**src/design/fbh_cmd_fifo.sv**
```systemverilog
// ----------------------------------------------------------------------------
// fbh_cmd_fifo: command queue between intake and execution
// Small register queue; DEPTH must be a power of two.
// ----------------------------------------------------------------------------
module fbh_cmd_fifo #(
    parameter int W     = 12,
    parameter int DEPTH = 2
) (
    input  logic         clk,
    input  logic         rst_n,
    input  logic         in_valid,
    output logic         in_ready,
    input  logic [W-1:0] in_data,
    output logic         out_valid,
    input  logic         out_ready,
    output logic [W-1:0] out_data
);

    localparam int PTR_W = (DEPTH > 1) ? $clog2(DEPTH) : 1;
    localparam int CNT_W = $clog2(DEPTH + 1);

    logic [W-1:0]     entry_reg [DEPTH];
    logic [PTR_W-1:0] wr_ptr_reg, rd_ptr_reg;
    logic [CNT_W-1:0] count_reg;
    logic             push, pop;

    assign in_ready  = (count_reg != CNT_W'(DEPTH));
    assign out_valid = (count_reg != '0);
    assign out_data  = entry_reg[rd_ptr_reg];
    assign push      = in_valid && in_ready;
    assign pop       = out_valid && out_ready;

    always_ff @(posedge clk or negedge rst_n)
    begin
        if (!rst_n)
        begin
            wr_ptr_reg <= '0;
            rd_ptr_reg <= '0;
            count_reg  <= '0;
        end
        else
        begin
            if (push)
            begin
                wr_ptr_reg <= wr_ptr_reg + PTR_W'(1);
            end
            if (pop)
            begin
                rd_ptr_reg <= rd_ptr_reg + PTR_W'(1);
            end
            if (push && !pop)
            begin
                count_reg <= count_reg + CNT_W'(1);
            end
            else if (pop && !push)
            begin
                count_reg <= count_reg - CNT_W'(1);
            end
        end
    end

    always_ff @(posedge clk)
    begin
        if (push)
        begin
            entry_reg[wr_ptr_reg] <= in_data;
        end
    end

endmodule

```
**config.mk**
```make
export PLATFORM = sky130hd
export DESIGN_NAME = fbh_cmd_fifo
export DESIGN_NICKNAME = d
export VERILOG_FILES = /design/src/design/fbh_cmd_fifo.sv
export SDC_FILE = /design/constraint.sdc
export NUM_CORES = 1
export LEC_CHECK = 0
export ABC_AREA = 1
export BUFFER_PORTS_ARGS = -buffer_cell sky130_fd_sc_hd__clkbuf_2
export CORE_MARGIN = 2
export CORE_UTILIZATION = 30
export DETAILED_ROUTE_END_ITERATION = 8
export SYNTH_ARGS = -nofsm -noshare
export SYNTH_HDL_FRONTEND = slang
export SYNTH_SLANG_ARGS = --single-unit
```
**constraint.sdc**
```tcl
create_clock -name clk -period 4.6 [get_ports clk]
set_input_delay 0.69 -clock clk [delete_from_list [all_inputs] [get_ports clk]]
set_output_delay 0.69 -clock clk [all_outputs]
set_load 0.02 [all_outputs]
```
==> flow_summary.json <==
{
  "post-cts-setup-buffers": 0,
  "clock_path_buffers": 2,
  "coreArea_um2": 3630,
  "root_buffer": "clkbuf_8",
  "p_leak_nw": 0.626,
  "fmax_ghz": 0.469,
  "ir_worst_vdd_mv": 0.140,
  "synth_cell_types": 15,
  "syn_area_per_cell_um2": 12.3,
  "met3_usage": 0.0188,
  "grt_pass1_wl_mm": 2.87,
  "fillers": 360,
  "ant_nets": 0,
  "dieArea_um2": 4240,
  "worst_pin_slew_ps": 982,
  "route.detailed.drc": 0,
  "synth_top_area_cell": "edfxtp_1",
  "syn_nets": 108,
  "yosysMostFrequentCell": "nand2_1",
  "hpwl_mm": 1.32,
  "die_height_um": 65.1,
  "start_kind": "register",
  "power_density_nw_per_um2": 665,
  "postCtsHoldBufs": 0,
  "clock_skew_ps": 1.26,
  "drt_iter0_markers": 40,
  "die_w_um": 65.1,
  "grtUsageMet1": 0.0890,
  "diodes": 0,
  "final-seq-area_um2": 821,
  "grt_use_met2": 0.166,
  "dpl-instance-area_um2": 1310,
  "maxSlewViolCount": 0,
  "cts.repair.resized": 0,
  "viasPerCell": 4.00,
  "totalWireLength_mm": 1.74,
  "first_global_vias": 723,
  "grt_max_degree": 17,
  "h-tree-depth": 1,
  "multi_input_area_um2": 254,
  "yosys-top-cells-count": "nand2_1, edfxtp_1, dfrtp_1, inv_1, inv_2",
  "required_ps": 3910,
  "gp_congestion": 0.694,
  "drive_gt1_frac": 0.336,
  "synth_top_area_share": 0.644,
  "cap_violations": 0,
  "overflow": 0,
  "start_util": 0.308,
  "num_rows": 22,
  "ys_async_sr_fraction": 0.143,
  "final_hold_viol_count": 0,
  "largest_register_ffs": 24,
  "cts_sinks": 28,
  "finalSetupViolations": 0,
  "synthTopCellsByArea": "edfxtp_1, nand2_1, dfrtp_1, nand2_4, xor2_2",
  "crit_arrival_ps": 1440,
  "io_buffers": 29,
  "ys_seq_elements": 28,
  "hold_class": "in2async",
  "cp-end-kind": "output port",
  "crit_path_max_fanout": 14,
  "antenna_found_initial": 0,
  "first_pass_iters": 4,
  "cts_buffers": 3,
  "path_class": "reg2out",
  "maxSlewHeadroom": 0.343,
  "io_pins": 30,
  "fin_setup_tns_ps": 0,
  "synth_edf_count": 24,
  "vias": 680,
  "fin_nets": 140,
  "yosysWarnings": 0,
  "area_growth_pct": 23.0,
  "min_period_over_period": 0.464,
  "power_uw": 917,
  "final_area_um2": 1380,
  "cts_tree": "done",
  "synth-seq-area-share": 0.733,
  "postSynthCellCount": 91,
  "yosys_most_used_dff": "edfxtp_1",
  "path_clk_slew_ps": 80,
  "gr-usage-all-layers": 0.0902,
  "clkLatencyLatePin_ps": 260,
  "grt_busiest_layer": "met2",
  "routedWlPerCell_um": 10.2,
  "grt_setup_unrepaired": "no",
  "finalCriticalPeriod_ps": 2130,
  "status": "finished clean",
  "syn_area_um2": 1120
}
==> where the power goes <==
| part | total, mW | internal, mW | leakage [nW] | switching (mW) |
|---|---|---|---|---|
| registers | 0.394 | 0.352 | 0.271 | 0.0419 |
| logic | 0.339 | 0.106 | 0.320 | 0.233 |
| clock network | 0.183 | 0.116 | 0.0357 | 0.0672 |
| total | 0.917 | 0.575 | 0.626 | 0.342 |
==> cell families after synthesis <==
group                    share of synthesized area
adder cells (fa/ha/maj)                     0.0112
AND/OR/NAND/NOR                              0.193
buffers and inverters                       0.0402
XOR/XNOR                                    0.0224
flip-flops                                   0.733
==> cells in the final DEF (no fill, tap or decap) <==
cell type	count
nand4_1	1
edfxtp_1	24
ha_1	1
clkbuf_2	29
xor2_2	1
nand3_1	2
clkbuf_8	3
nand2_1	42
dfrtp_1	4
inv_2	3
inv_1	4
nand2_4	2
nand2_2	2
nor2_1	2
xnor2_1	1
bufinv_16	1
==> path summary, 6_finish.rpt <==
check	cells after the start	to	from	slack (ps)
worst min register to register	1	count_reg[0]	count_reg[0]	540
min in group clk	1	count_reg[0]	count_reg[0]	540
worst max register to register	4	entry_reg[0][9]	count_reg[0]	2860
max in group asynchronous	1	rd_ptr_reg	rst_n	4250
worst max-delay path	4	out_data[2]	rd_ptr_reg	2470
worst min-delay path	1	wr_ptr_reg	rst_n	220
==> through the flow <==
step           hold WS (ps)  setup WS, ps  utilization  instances
2_1_floorplan           394          2940            -         91
3_3_place_gp            504          2630        0.360        166
3_5_place_dp            511          2570        0.360        166
4_1_cts                 218          2430        0.379        170
5_1_grt                 212          2340        0.379        170
6_report                220          2470        0.379        170
==> cell type report <==
class                      instances  share of cell area
sequential                        28               0.596
tap                               48              0.0436
timing repair buffer              29               0.105
inverter                           7              0.0191
multi-input combinational         54               0.184
clock inverter                     1              0.0218
clock buffer                       3              0.0300
==> layer usage <==
metal | share of wire | vias up
met1 | 0.38 | 305
met3 | 0.032 | 6
li1 | - | 354
met5 | 0 | -
met2 | 0.55 | 15
met4 | 0.032 | 0
==> critical path, cell delays in order (launching register included) <==
cell	delay, ps
dfrtp_1	630
inv_2	210
nand2_1	100
nand2_1	70
clkbuf_2	160
Power figures use the tool's default switching activity.
