## src/design/fbh_pkg.sv

```systemverilog
// ----------------------------------------------------------------------------
// fbh_pkg: shared types and constants for the frame/batch histogram
// Field widths, register indexes, command kinds and state encodings.
// ----------------------------------------------------------------------------
package fbh_pkg;

    localparam int TIME_W      = 32;
    localparam int BATCH_W     = 20;
    localparam int DIV_W       = 16;
    localparam int COLSEL_W    = 10;
    localparam int COUNT_W     = 32;
    localparam int LEVEL_W     = 8;
    localparam int ROW_OUT_W   = 6;
    localparam int CFG_INDEX_W = 8;
    localparam int CFG_DATA_W  = 32;
    localparam int S_DATA_W    = 64;
    localparam int M_DATA_W    = 40;

    // Configuration register indexes
    localparam logic [CFG_INDEX_W-1:0] REG_TIME_FLOOR     = 8'd0;
    localparam logic [CFG_INDEX_W-1:0] REG_TIME_BIN_WIDTH = 8'd1;
    localparam logic [CFG_INDEX_W-1:0] REG_BATCH_DIVISOR  = 8'd2;
    localparam logic [CFG_INDEX_W-1:0] REG_COLOR_MODE     = 8'd3;

    // Reset values of the configuration registers
    localparam logic [TIME_W-1:0] TIME_FLOOR_RST     = 32'd0;
    localparam logic [TIME_W-1:0] TIME_BIN_WIDTH_RST = 32'd1000;
    localparam logic [DIV_W-1:0]  BATCH_DIVISOR_RST  = 16'd16;
    localparam logic              COLOR_MODE_RST     = 1'b0;

    // Request / command kinds
    localparam logic REQ_RECORD  = 1'b0;
    localparam logic REQ_READOUT = 1'b1;

    // Color mode codes
    localparam logic COLOR_GREEN = 1'b0;
    localparam logic COLOR_RED   = 1'b1;

    localparam logic [LEVEL_W-1:0] LEVEL_SCALE = 8'd255;
    localparam logic [LEVEL_W-1:0] ALPHA_ON    = 8'd128;

    typedef struct packed {
        logic [TIME_W-1:0] time_floor;
        logic [TIME_W-1:0] time_bin_width;
        logic [DIV_W-1:0]  batch_divisor;
        logic              color_mode;
    } fbh_cfg_t;

    typedef enum logic [1:0] {
        F_IDLE,
        F_DIVIDE,
        F_PUSH
    } front_state_t;

    typedef enum logic [2:0] {
        B_CLEAR,
        B_IDLE,
        B_REC_WRITE,
        B_SCAN,
        B_NORM_LOAD,
        B_NORM_DIV,
        B_EMIT
    } back_state_t;

endpackage

```

## src/design/fbh_front.sv

```systemverilog
// ----------------------------------------------------------------------------
// fbh_front: request intake and binning
// Accepts requests, bins records with row and column restoring dividers and
// hands one command per record or in-grid readout to the command queue.
// ----------------------------------------------------------------------------
module fbh_front #(
    parameter int ROWS    = 32,
    parameter int COLUMNS = 64,
    parameter int ROW_W   = 5,
    parameter int COL_W   = 6
) (
    input  logic                          clk,
    input  logic                          rst_n,
    input  fbh_pkg::fbh_cfg_t             cfg,
    input  logic                          hold,
    input  logic                          s_valid,
    output logic                          s_ready,
    input  logic                          req_type,
    input  logic [fbh_pkg::TIME_W-1:0]    frame_time,
    input  logic [fbh_pkg::BATCH_W-1:0]   batch_count,
    input  logic [fbh_pkg::COLSEL_W-1:0]  column,
    output logic                          cmd_valid,
    input  logic                          cmd_ready,
    output logic [ROW_W+COL_W:0]          cmd_data
);

    localparam int SB      = (ROW_W > COL_W) ? ROW_W : COL_W;
    localparam int STEP_W  = $clog2(SB + 1);
    localparam int RDSR_W  = fbh_pkg::TIME_W + ROW_W;
    localparam int CDSR_W  = fbh_pkg::BATCH_W + COL_W;

    fbh_pkg::front_state_t             state_reg, state_next;
    logic [STEP_W-1:0]                 step_reg, step_next;
    logic [fbh_pkg::TIME_W-1:0]        rrem_reg, rrem_next;
    logic [RDSR_W-1:0]                 rdsr_reg, rdsr_next;
    logic [ROW_W:0]                    rq_reg, rq_next;
    logic [fbh_pkg::BATCH_W-1:0]       crem_reg, crem_next;
    logic [CDSR_W-1:0]                 cdsr_reg, cdsr_next;
    logic [COL_W:0]                    cq_reg, cq_next;
    logic                              kind_reg, kind_next;

    logic                              accept;
    logic [fbh_pkg::TIME_W-1:0]        bin_width;
    logic [fbh_pkg::DIV_W-1:0]         divisor;
    logic [fbh_pkg::TIME_W-1:0]        diff;
    logic                              col_ok;
    logic                              r_act, c_act, r_ge, c_ge;
    logic [ROW_W-1:0]                  row_bin;
    logic [COL_W-1:0]                  col_bin;

    assign s_ready   = (state_reg == fbh_pkg::F_IDLE) && !hold;
    assign accept    = s_valid && s_ready;
    assign bin_width = (cfg.time_bin_width == '0) ? fbh_pkg::TIME_W'(1) : cfg.time_bin_width;
    assign divisor   = (cfg.batch_divisor == '0) ? fbh_pkg::DIV_W'(1) : cfg.batch_divisor;
    assign diff      = (frame_time >= cfg.time_floor) ? (frame_time - cfg.time_floor) : '0;
    assign col_ok    = ((fbh_pkg::COLSEL_W + 1)'(column) < (fbh_pkg::COLSEL_W + 1)'(COLUMNS));

    assign r_act = (step_reg <= STEP_W'(ROW_W));
    assign c_act = (step_reg <= STEP_W'(COL_W));
    assign r_ge  = (RDSR_W'(rrem_reg) >= rdsr_reg);
    assign c_ge  = (CDSR_W'(crem_reg) >= cdsr_reg);

    // Clamp the quotients to the last row / column
    assign row_bin = (rq_reg >= (ROW_W + 1)'(ROWS)) ? ROW_W'(ROWS - 1) : rq_reg[ROW_W-1:0];
    assign col_bin = (cq_reg >= (COL_W + 1)'(COLUMNS)) ? COL_W'(COLUMNS - 1) : cq_reg[COL_W-1:0];

    assign cmd_valid = (state_reg == fbh_pkg::F_PUSH);
    assign cmd_data  = {kind_reg, row_bin, col_bin};

    always_comb
    begin
        state_next = state_reg;
        step_next  = step_reg;
        rrem_next  = rrem_reg;
        rdsr_next  = rdsr_reg;
        rq_next    = rq_reg;
        crem_next  = crem_reg;
        cdsr_next  = cdsr_reg;
        cq_next    = cq_reg;
        kind_next  = kind_reg;
        unique case (state_reg)
            fbh_pkg::F_IDLE:
            begin
                if (accept)
                begin
                    kind_next = req_type;
                    if (req_type == fbh_pkg::REQ_READOUT)
                    begin
                        // Drop readouts of columns that do not exist
                        rq_next = '0;
                        cq_next = {1'b0, column[COL_W-1:0]};
                        if (col_ok)
                        begin
                            state_next = fbh_pkg::F_PUSH;
                        end
                    end
                    else
                    begin
                        rrem_next  = diff;
                        rdsr_next  = RDSR_W'(bin_width) << ROW_W;
                        crem_next  = batch_count;
                        cdsr_next  = CDSR_W'(divisor) << COL_W;
                        rq_next    = '0;
                        cq_next    = '0;
                        step_next  = STEP_W'(SB);
                        state_next = fbh_pkg::F_DIVIDE;
                    end
                end
            end
            fbh_pkg::F_DIVIDE:
            begin
                if (r_act)
                begin
                    if (r_ge)
                    begin
                        rrem_next = rrem_reg - rdsr_reg[fbh_pkg::TIME_W-1:0];
                    end
                    rq_next   = {rq_reg[ROW_W-1:0], r_ge};
                    rdsr_next = rdsr_reg >> 1;
                end
                if (c_act)
                begin
                    if (c_ge)
                    begin
                        crem_next = crem_reg - cdsr_reg[fbh_pkg::BATCH_W-1:0];
                    end
                    cq_next   = {cq_reg[COL_W-1:0], c_ge};
                    cdsr_next = cdsr_reg >> 1;
                end
                if (step_reg == '0)
                begin
                    state_next = fbh_pkg::F_PUSH;
                end
                else
                begin
                    step_next = step_reg - STEP_W'(1);
                end
            end
            fbh_pkg::F_PUSH:
            begin
                if (cmd_ready)
                begin
                    state_next = fbh_pkg::F_IDLE;
                end
            end
            default:
            begin
                state_next = fbh_pkg::F_IDLE;
            end
        endcase
    end

    always_ff @(posedge clk or negedge rst_n)
    begin
        if (!rst_n)
        begin
            state_reg <= fbh_pkg::F_IDLE;
        end
        else
        begin
            state_reg <= state_next;
        end
    end

    always_ff @(posedge clk)
    begin
        step_reg <= step_next;
        rrem_reg <= rrem_next;
        rdsr_reg <= rdsr_next;
        rq_reg   <= rq_next;
        crem_reg <= crem_next;
        cdsr_reg <= cdsr_next;
        cq_reg   <= cq_next;
        kind_reg <= kind_next;
    end

endmodule

```

## config.mk

```make
export PLATFORM = sky130hd
export DESIGN_NAME = fbh_front
export DESIGN_NICKNAME = d
export VERILOG_FILES = /design/src/design/fbh_pkg.sv /design/src/design/fbh_front.sv
export SDC_FILE = /design/constraint.sdc
export NUM_CORES = 1
export LEC_CHECK = 0
export BUFFER_PORTS_ARGS = -buffer_cell sky130_fd_sc_hd__clkbuf_2
export CELL_PAD_IN_SITES_DETAIL_PLACEMENT = 0
export CELL_PAD_IN_SITES_GLOBAL_PLACEMENT = 2
export CORE_MARGIN = 5
export CORE_UTILIZATION = 35
export CTS_CLUSTER_SIZE = 8
export DETAILED_ROUTE_END_ITERATION = 10
export GPL_ROUTABILITY_DRIVEN = 0
export HOLD_SLACK_MARGIN = 0.08
export PLACE_DENSITY_LB_ADDON = 0.1
export SLEW_MARGIN = 30
export SYNTH_ARGS = -nofsm -noshare
export SYNTH_HDL_FRONTEND = slang
export SYNTH_SLANG_ARGS = --single-unit
```

## constraint.sdc

```tcl
create_clock -name clk -period 13.26 [get_ports clk]
set_clock_uncertainty 0.2 [all_clocks]
set_input_delay 1.326 -clock clk [delete_from_list [all_inputs] [get_ports clk]]
set_output_delay 1.326 -clock clk [all_outputs]
set_load 0.01 [all_outputs]
```

==> results_tabular.tex <==
\begin{tabular}{lr}
\hline
Metric & Value \\
\hline
\multicolumn{2}{l}{\textbf{Worst setup path}} \\
\quad Most used cell along the critical path & inv\_1 \\
\quad Buffering stage count on the worst path with inverters included & 3 \\
\quad Reg-to-Reg Start & rdsr\_reg[9] \\
\quad Endpoint kind of the worst setup timing path & register \\
\quad Worst-path maximum fanout & 32 \\
\quad Cell-by-cell trace of the critical path & clkbuf\_2, inv\_1, ha\_1, inv\_1, fa\_1, a211oi\_2, nor2\_2, nor4\_2, o31ai\_4, a311oi\_2, o21a\_1, o41a\_4, o22ai\_1 \\
\quad Worst reg2reg endpoint & rrem\_reg[24] \\
\quad Source of the critical timing path & frame\_time[0] \\
\quad CP required & roughly 13 ns \\
\quad Critical-path top delay cell & a311oi\_2 \\
\quad Critical Path Source Type & primary input \\
\quad Delay of the slowest cell on the worst path & between 0.4 and 0.5 ns \\
\quad Worst R2R Path Depth & 12 \\
\quad CP delay by family, top & compound AO/OA/AOI/OAI gates \\
\quad CP Class & in -> reg \\
\quad Arrival time at the worst endpoint & about 4.1 ns \\
\quad Reg-to-reg slack, setup & roughly 9.3 ns \\
\multicolumn{2}{l}{\textbf{STA}} \\
\quad Max frequency & around 0.24 GHz \\
\quad Setup repair after global routing missed its margin & no \\
\quad Max-slew violation count & 0 \\
\quad Clock period minus worst slack & roughly 4.2 ns \\
\quad Summed negative setup slack over all endpoints & 0 ns \\
\quad Final setup violation count & 0 \\
\quad Relative max-transition margin & between 40\% and 50\% \\
\quad Worst Max-Slew Pin Slew & 0.8832 ns \\
\quad Final number of hold-violating endpoints & 0 \\
\quad Final Cycle Share & between 30\% and 40\% \\
\multicolumn{2}{l}{\textbf{Yosys}} \\
\quad Synthesized instance count & $\sim$1.1k \\
\quad Number of storage elements in the synthesis netlist & 130 \\
\quad Synth async-reset ratio & around 1.5\% \\
\quad Post-synth top area cell & edfxtp\_1 \\
\quad Synthesized cell area & 9908 sq um \\
\quad Most instantiated library cell after synthesis & edfxtp\_1 \\
\quad Count of flip-flops with a built-in enable after synthesis & 128 \\
\quad Synth top area share & about 39\% \\
\quad Post-synthesis area per instance & roughly 9.2 sq um \\
\quad Syn. warnings & 0 \\
\quad Main flop type after synthesis & edfxtp\_1 \\
\quad Number of nets produced by synthesis & 1318 \\
\quad Biggest area contributors in the synthesized netlist & edfxtp\_1 (39\%), ha\_1 (11\%), o21ai\_0 (4.5\%), nand2\_1 (4.3\%), xnor2\_1 (4.2\%) \\
\quad Commonest cells post-synth & edfxtp\_1 (128), nand2\_1 (113), inv\_1 (106), o21ai\_0 (89), ha\_1 (88) \\
\quad Synth unique cells & 74 \\
\quad Sequential fraction of the synthesis area & 39.30\% \\
\multicolumn{2}{l}{\textbf{GRT}} \\
\quad Via count of the first global-routing pass & between 8k and 9k \\
\quad Largest net degree at the start of global routing & slightly below 90 \\
\quad Antenna violations before repair & 0 \\
\quad Overall track demand over capacity in global routing & 17.07\% \\
\quad Wire length of the first global-routing pass & 42910 um \\
\quad Remaining global-route overflow & 0 \\
\multicolumn{2}{l}{\textbf{Final layout}} \\
\quad Fill cell instance count of the final layout & about 2.9k \\
\quad Final antenna diode count & 0 \\
\quad Share of layout cells above drive strength 1 & just under 20\% \\
\quad Multi-input gate area & around 5500 sq um \\
\quad Footprint of the flip-flops and latches & slightly below 4000 sq um \\
\quad Layout overhead on the synthesized area & 17.92\% \\
\quad Max reg flops & 37 \\
\quad Final cell utilization of the core & between 40\% and 50\% \\
\quad Post-layout net count & between 1k and 1.5k \\
\multicolumn{2}{l}{\textbf{Detailed routing}} \\
\quad Overall routed net length & 27030 um \\
\quad Number of remaining DRC errors & 0 \\
\quad Via-per-instance ratio & approximately 5.1 \\
\quad Via total after detailed routing & around 8.2k \\
\quad TritonRoute pass-1 iters & 5 \\
\quad Wirelength per Cell & $\sim$17 um \\
\quad Number of DRC markers after the initial detailed-route iteration & 377 \\
\quad Number of antenna-violating nets in the routed design & 0 \\
\multicolumn{2}{l}{\textbf{Clock network}} \\
\quad Sink Count & 130 \\
\quad Number of CTS-inserted buffers & 17 \\
\quad Number of buffers added for setup after CTS & 0 \\
\quad Level count of the clock H-tree & 4 \\
\quad Clock slew seen by the registers of the worst setup and hold paths & 0.07 ns \\
\quad Clock tree from TritonCTS & yes \\
\quad Hold Buf Count CTS & 0 \\
\quad Clock latency on the worst-skew pair & around 0.43 ns \\
\quad Post-cts gate resize count & 0 \\
\quad Clock Path Buffers & 2 \\
\quad Cell at the root of the clock tree & clkbuf\_16 \\
\multicolumn{2}{l}{\textbf{Hold path}} \\
\quad Destination of the worst hold path & cq\_reg[5] \\
\quad Hold/Removal Path Class & reg -> reg \\
\quad Min-Delay Startpoint & cq\_reg[4] \\
\quad Worst hold path stage count & 2 \\
\multicolumn{2}{l}{\textbf{Placement}} \\
\quad DPL Wire Length & between 20000 and 25000 um \\
\quad Port Buffers & around 160 \\
\multicolumn{2}{l}{\textbf{Pwr}} \\
\quad Maximum resistive drop on vdd & 0.00009831 V \\
\quad Leak & about 5.1 nW \\
\quad Portion of total power attributed to combinational logic & between 60\% and 70\% \\
\quad Power Density & 293.1 nW/um\^{}2 \\
\quad Reg power frac & between 20\% and 30\% \\
\quad Design internal power & between 1.5 and 2 mW \\
\quad Switching power summed over all nets & 1.519 mW \\
\quad Switching part of the total & 44.36\% \\
\quad Share of power burned in the clock network & approximately 13\% \\
\multicolumn{2}{l}{\textbf{Die}} \\
\quad Die W & between 150 and 200 um \\
\quad Die Footprint & approximately 32000 sq um \\
\quad Rows & 61 \\
\quad Starting utilization of the core area & between 30\% and 40\% \\
\quad Core region area & 27860 sq um \\
\quad Number of ports placed on the die boundary & between 150 and 200 \\
\quad DIE HEIGHT & between 150 and 200 um \\
\multicolumn{2}{l}{\textbf{Job}} \\
\quad Count of max-cap constraint violations & 0 \\
\multicolumn{2}{l}{\textbf{Run status}} \\
\quad Status & finished clean \\
\hline
\end{tabular}
logic make-up (layout without fill, tap and decap cells):
family	Yosys count	count (layout)	share of synthesized area [%]
compound gates	327	327	21.43
simple gates	312	312	15.24
buf+inv	144	307	5.746
flops	130	130	39.30
fa+ha+maj	91	91	11.72
xor+xnor	73	73	6.453
mux	1	1	0.1136
power by group through the flow:
stage	combinational [mW]	clock [mW]	sequential (mW)
2_1_floorplan	1.58	0	0.891
3_3_place_gp	2.08	0	0.906
3_5_place_dp	2.07	0	0.912
4_1_cts	2.09	0.472	0.907
5_1_grt	2.34	0.488	0.927
6_report	2.06	0.460	0.904
worst min-delay path: stages, from the launching register on:
cell and delay (ns):
edfxtp_1 0.34, nand2_1 0.05, nand2_1 0.04
per-layer routing:
metal	GRT usage [%]	routed length, um	vias to the layer above
met5	0	0	-
met4	4.317	338	0
met3	2.247	1056	18
met2	29.16	12940	159
met1	22.98	12690	3838
li1	-	-	4213
cells in the final DEF, fill, tap and decap left out, types with 14 or more instances in the layout:
master	n
nand3_1	23
nor2_1	58
clkbuf_16	17
nand4_1	14
nand2_1	113
clkbuf_2	161
ha_1	88
or2_2	15
edfxtp_1	128
xor2_1	25
o21ai_0	89
a21oi_1	72
nand2b_1	14
o22ai_1	29
inv_1	106
a21o_1	35
xnor2_1	48
how the worst max path moves through the flow:
stage	to	slack, ns	cells after the start
after global placement	rrem_reg[23]	8.58	13
after detailed placement	rrem_reg[11]	8.53	13
after global routing	rrem_reg[10]	8.82	13
final	rrem_reg[10]	9.05	13
after floorplan	rrem_reg[0]	7.24	5
after CTS	rrem_reg[11]	8.98	13
layout make-up:
cell class / instances / share of cell area, %
multi-input combinational: 804 / 46.97
sequential: 130 / 33.33
timing repair buffer: 169 / 7.411
tap: 378 / 4.048
clock buffer: 17 / 3.641
inverter: 106 / 3.405
clock inverter: 15 / 1.199
stage by stage:
stage / hold WS, ns / total power, mW / setup slack [ns] / instance area (sq um) / std cells
global placement: 0.3249 / 2.982 / 8.578 / 11120 / 1587
floorplan: 0.3015 / 2.469 / 7.239 / 9908 / 1078
detailed placement: 0.3297 / 2.983 / 8.531 / 11120 / 1587
CTS: 0.3471 / 3.463 / 8.976 / 11680 / 1619
global route: 0.3723 / 3.754 / 8.822 / 11680 / 1619
finish: 0.3380 / 3.424 / 9.051 / 11680 / 1619
Power figures use the tool's default switching activity.
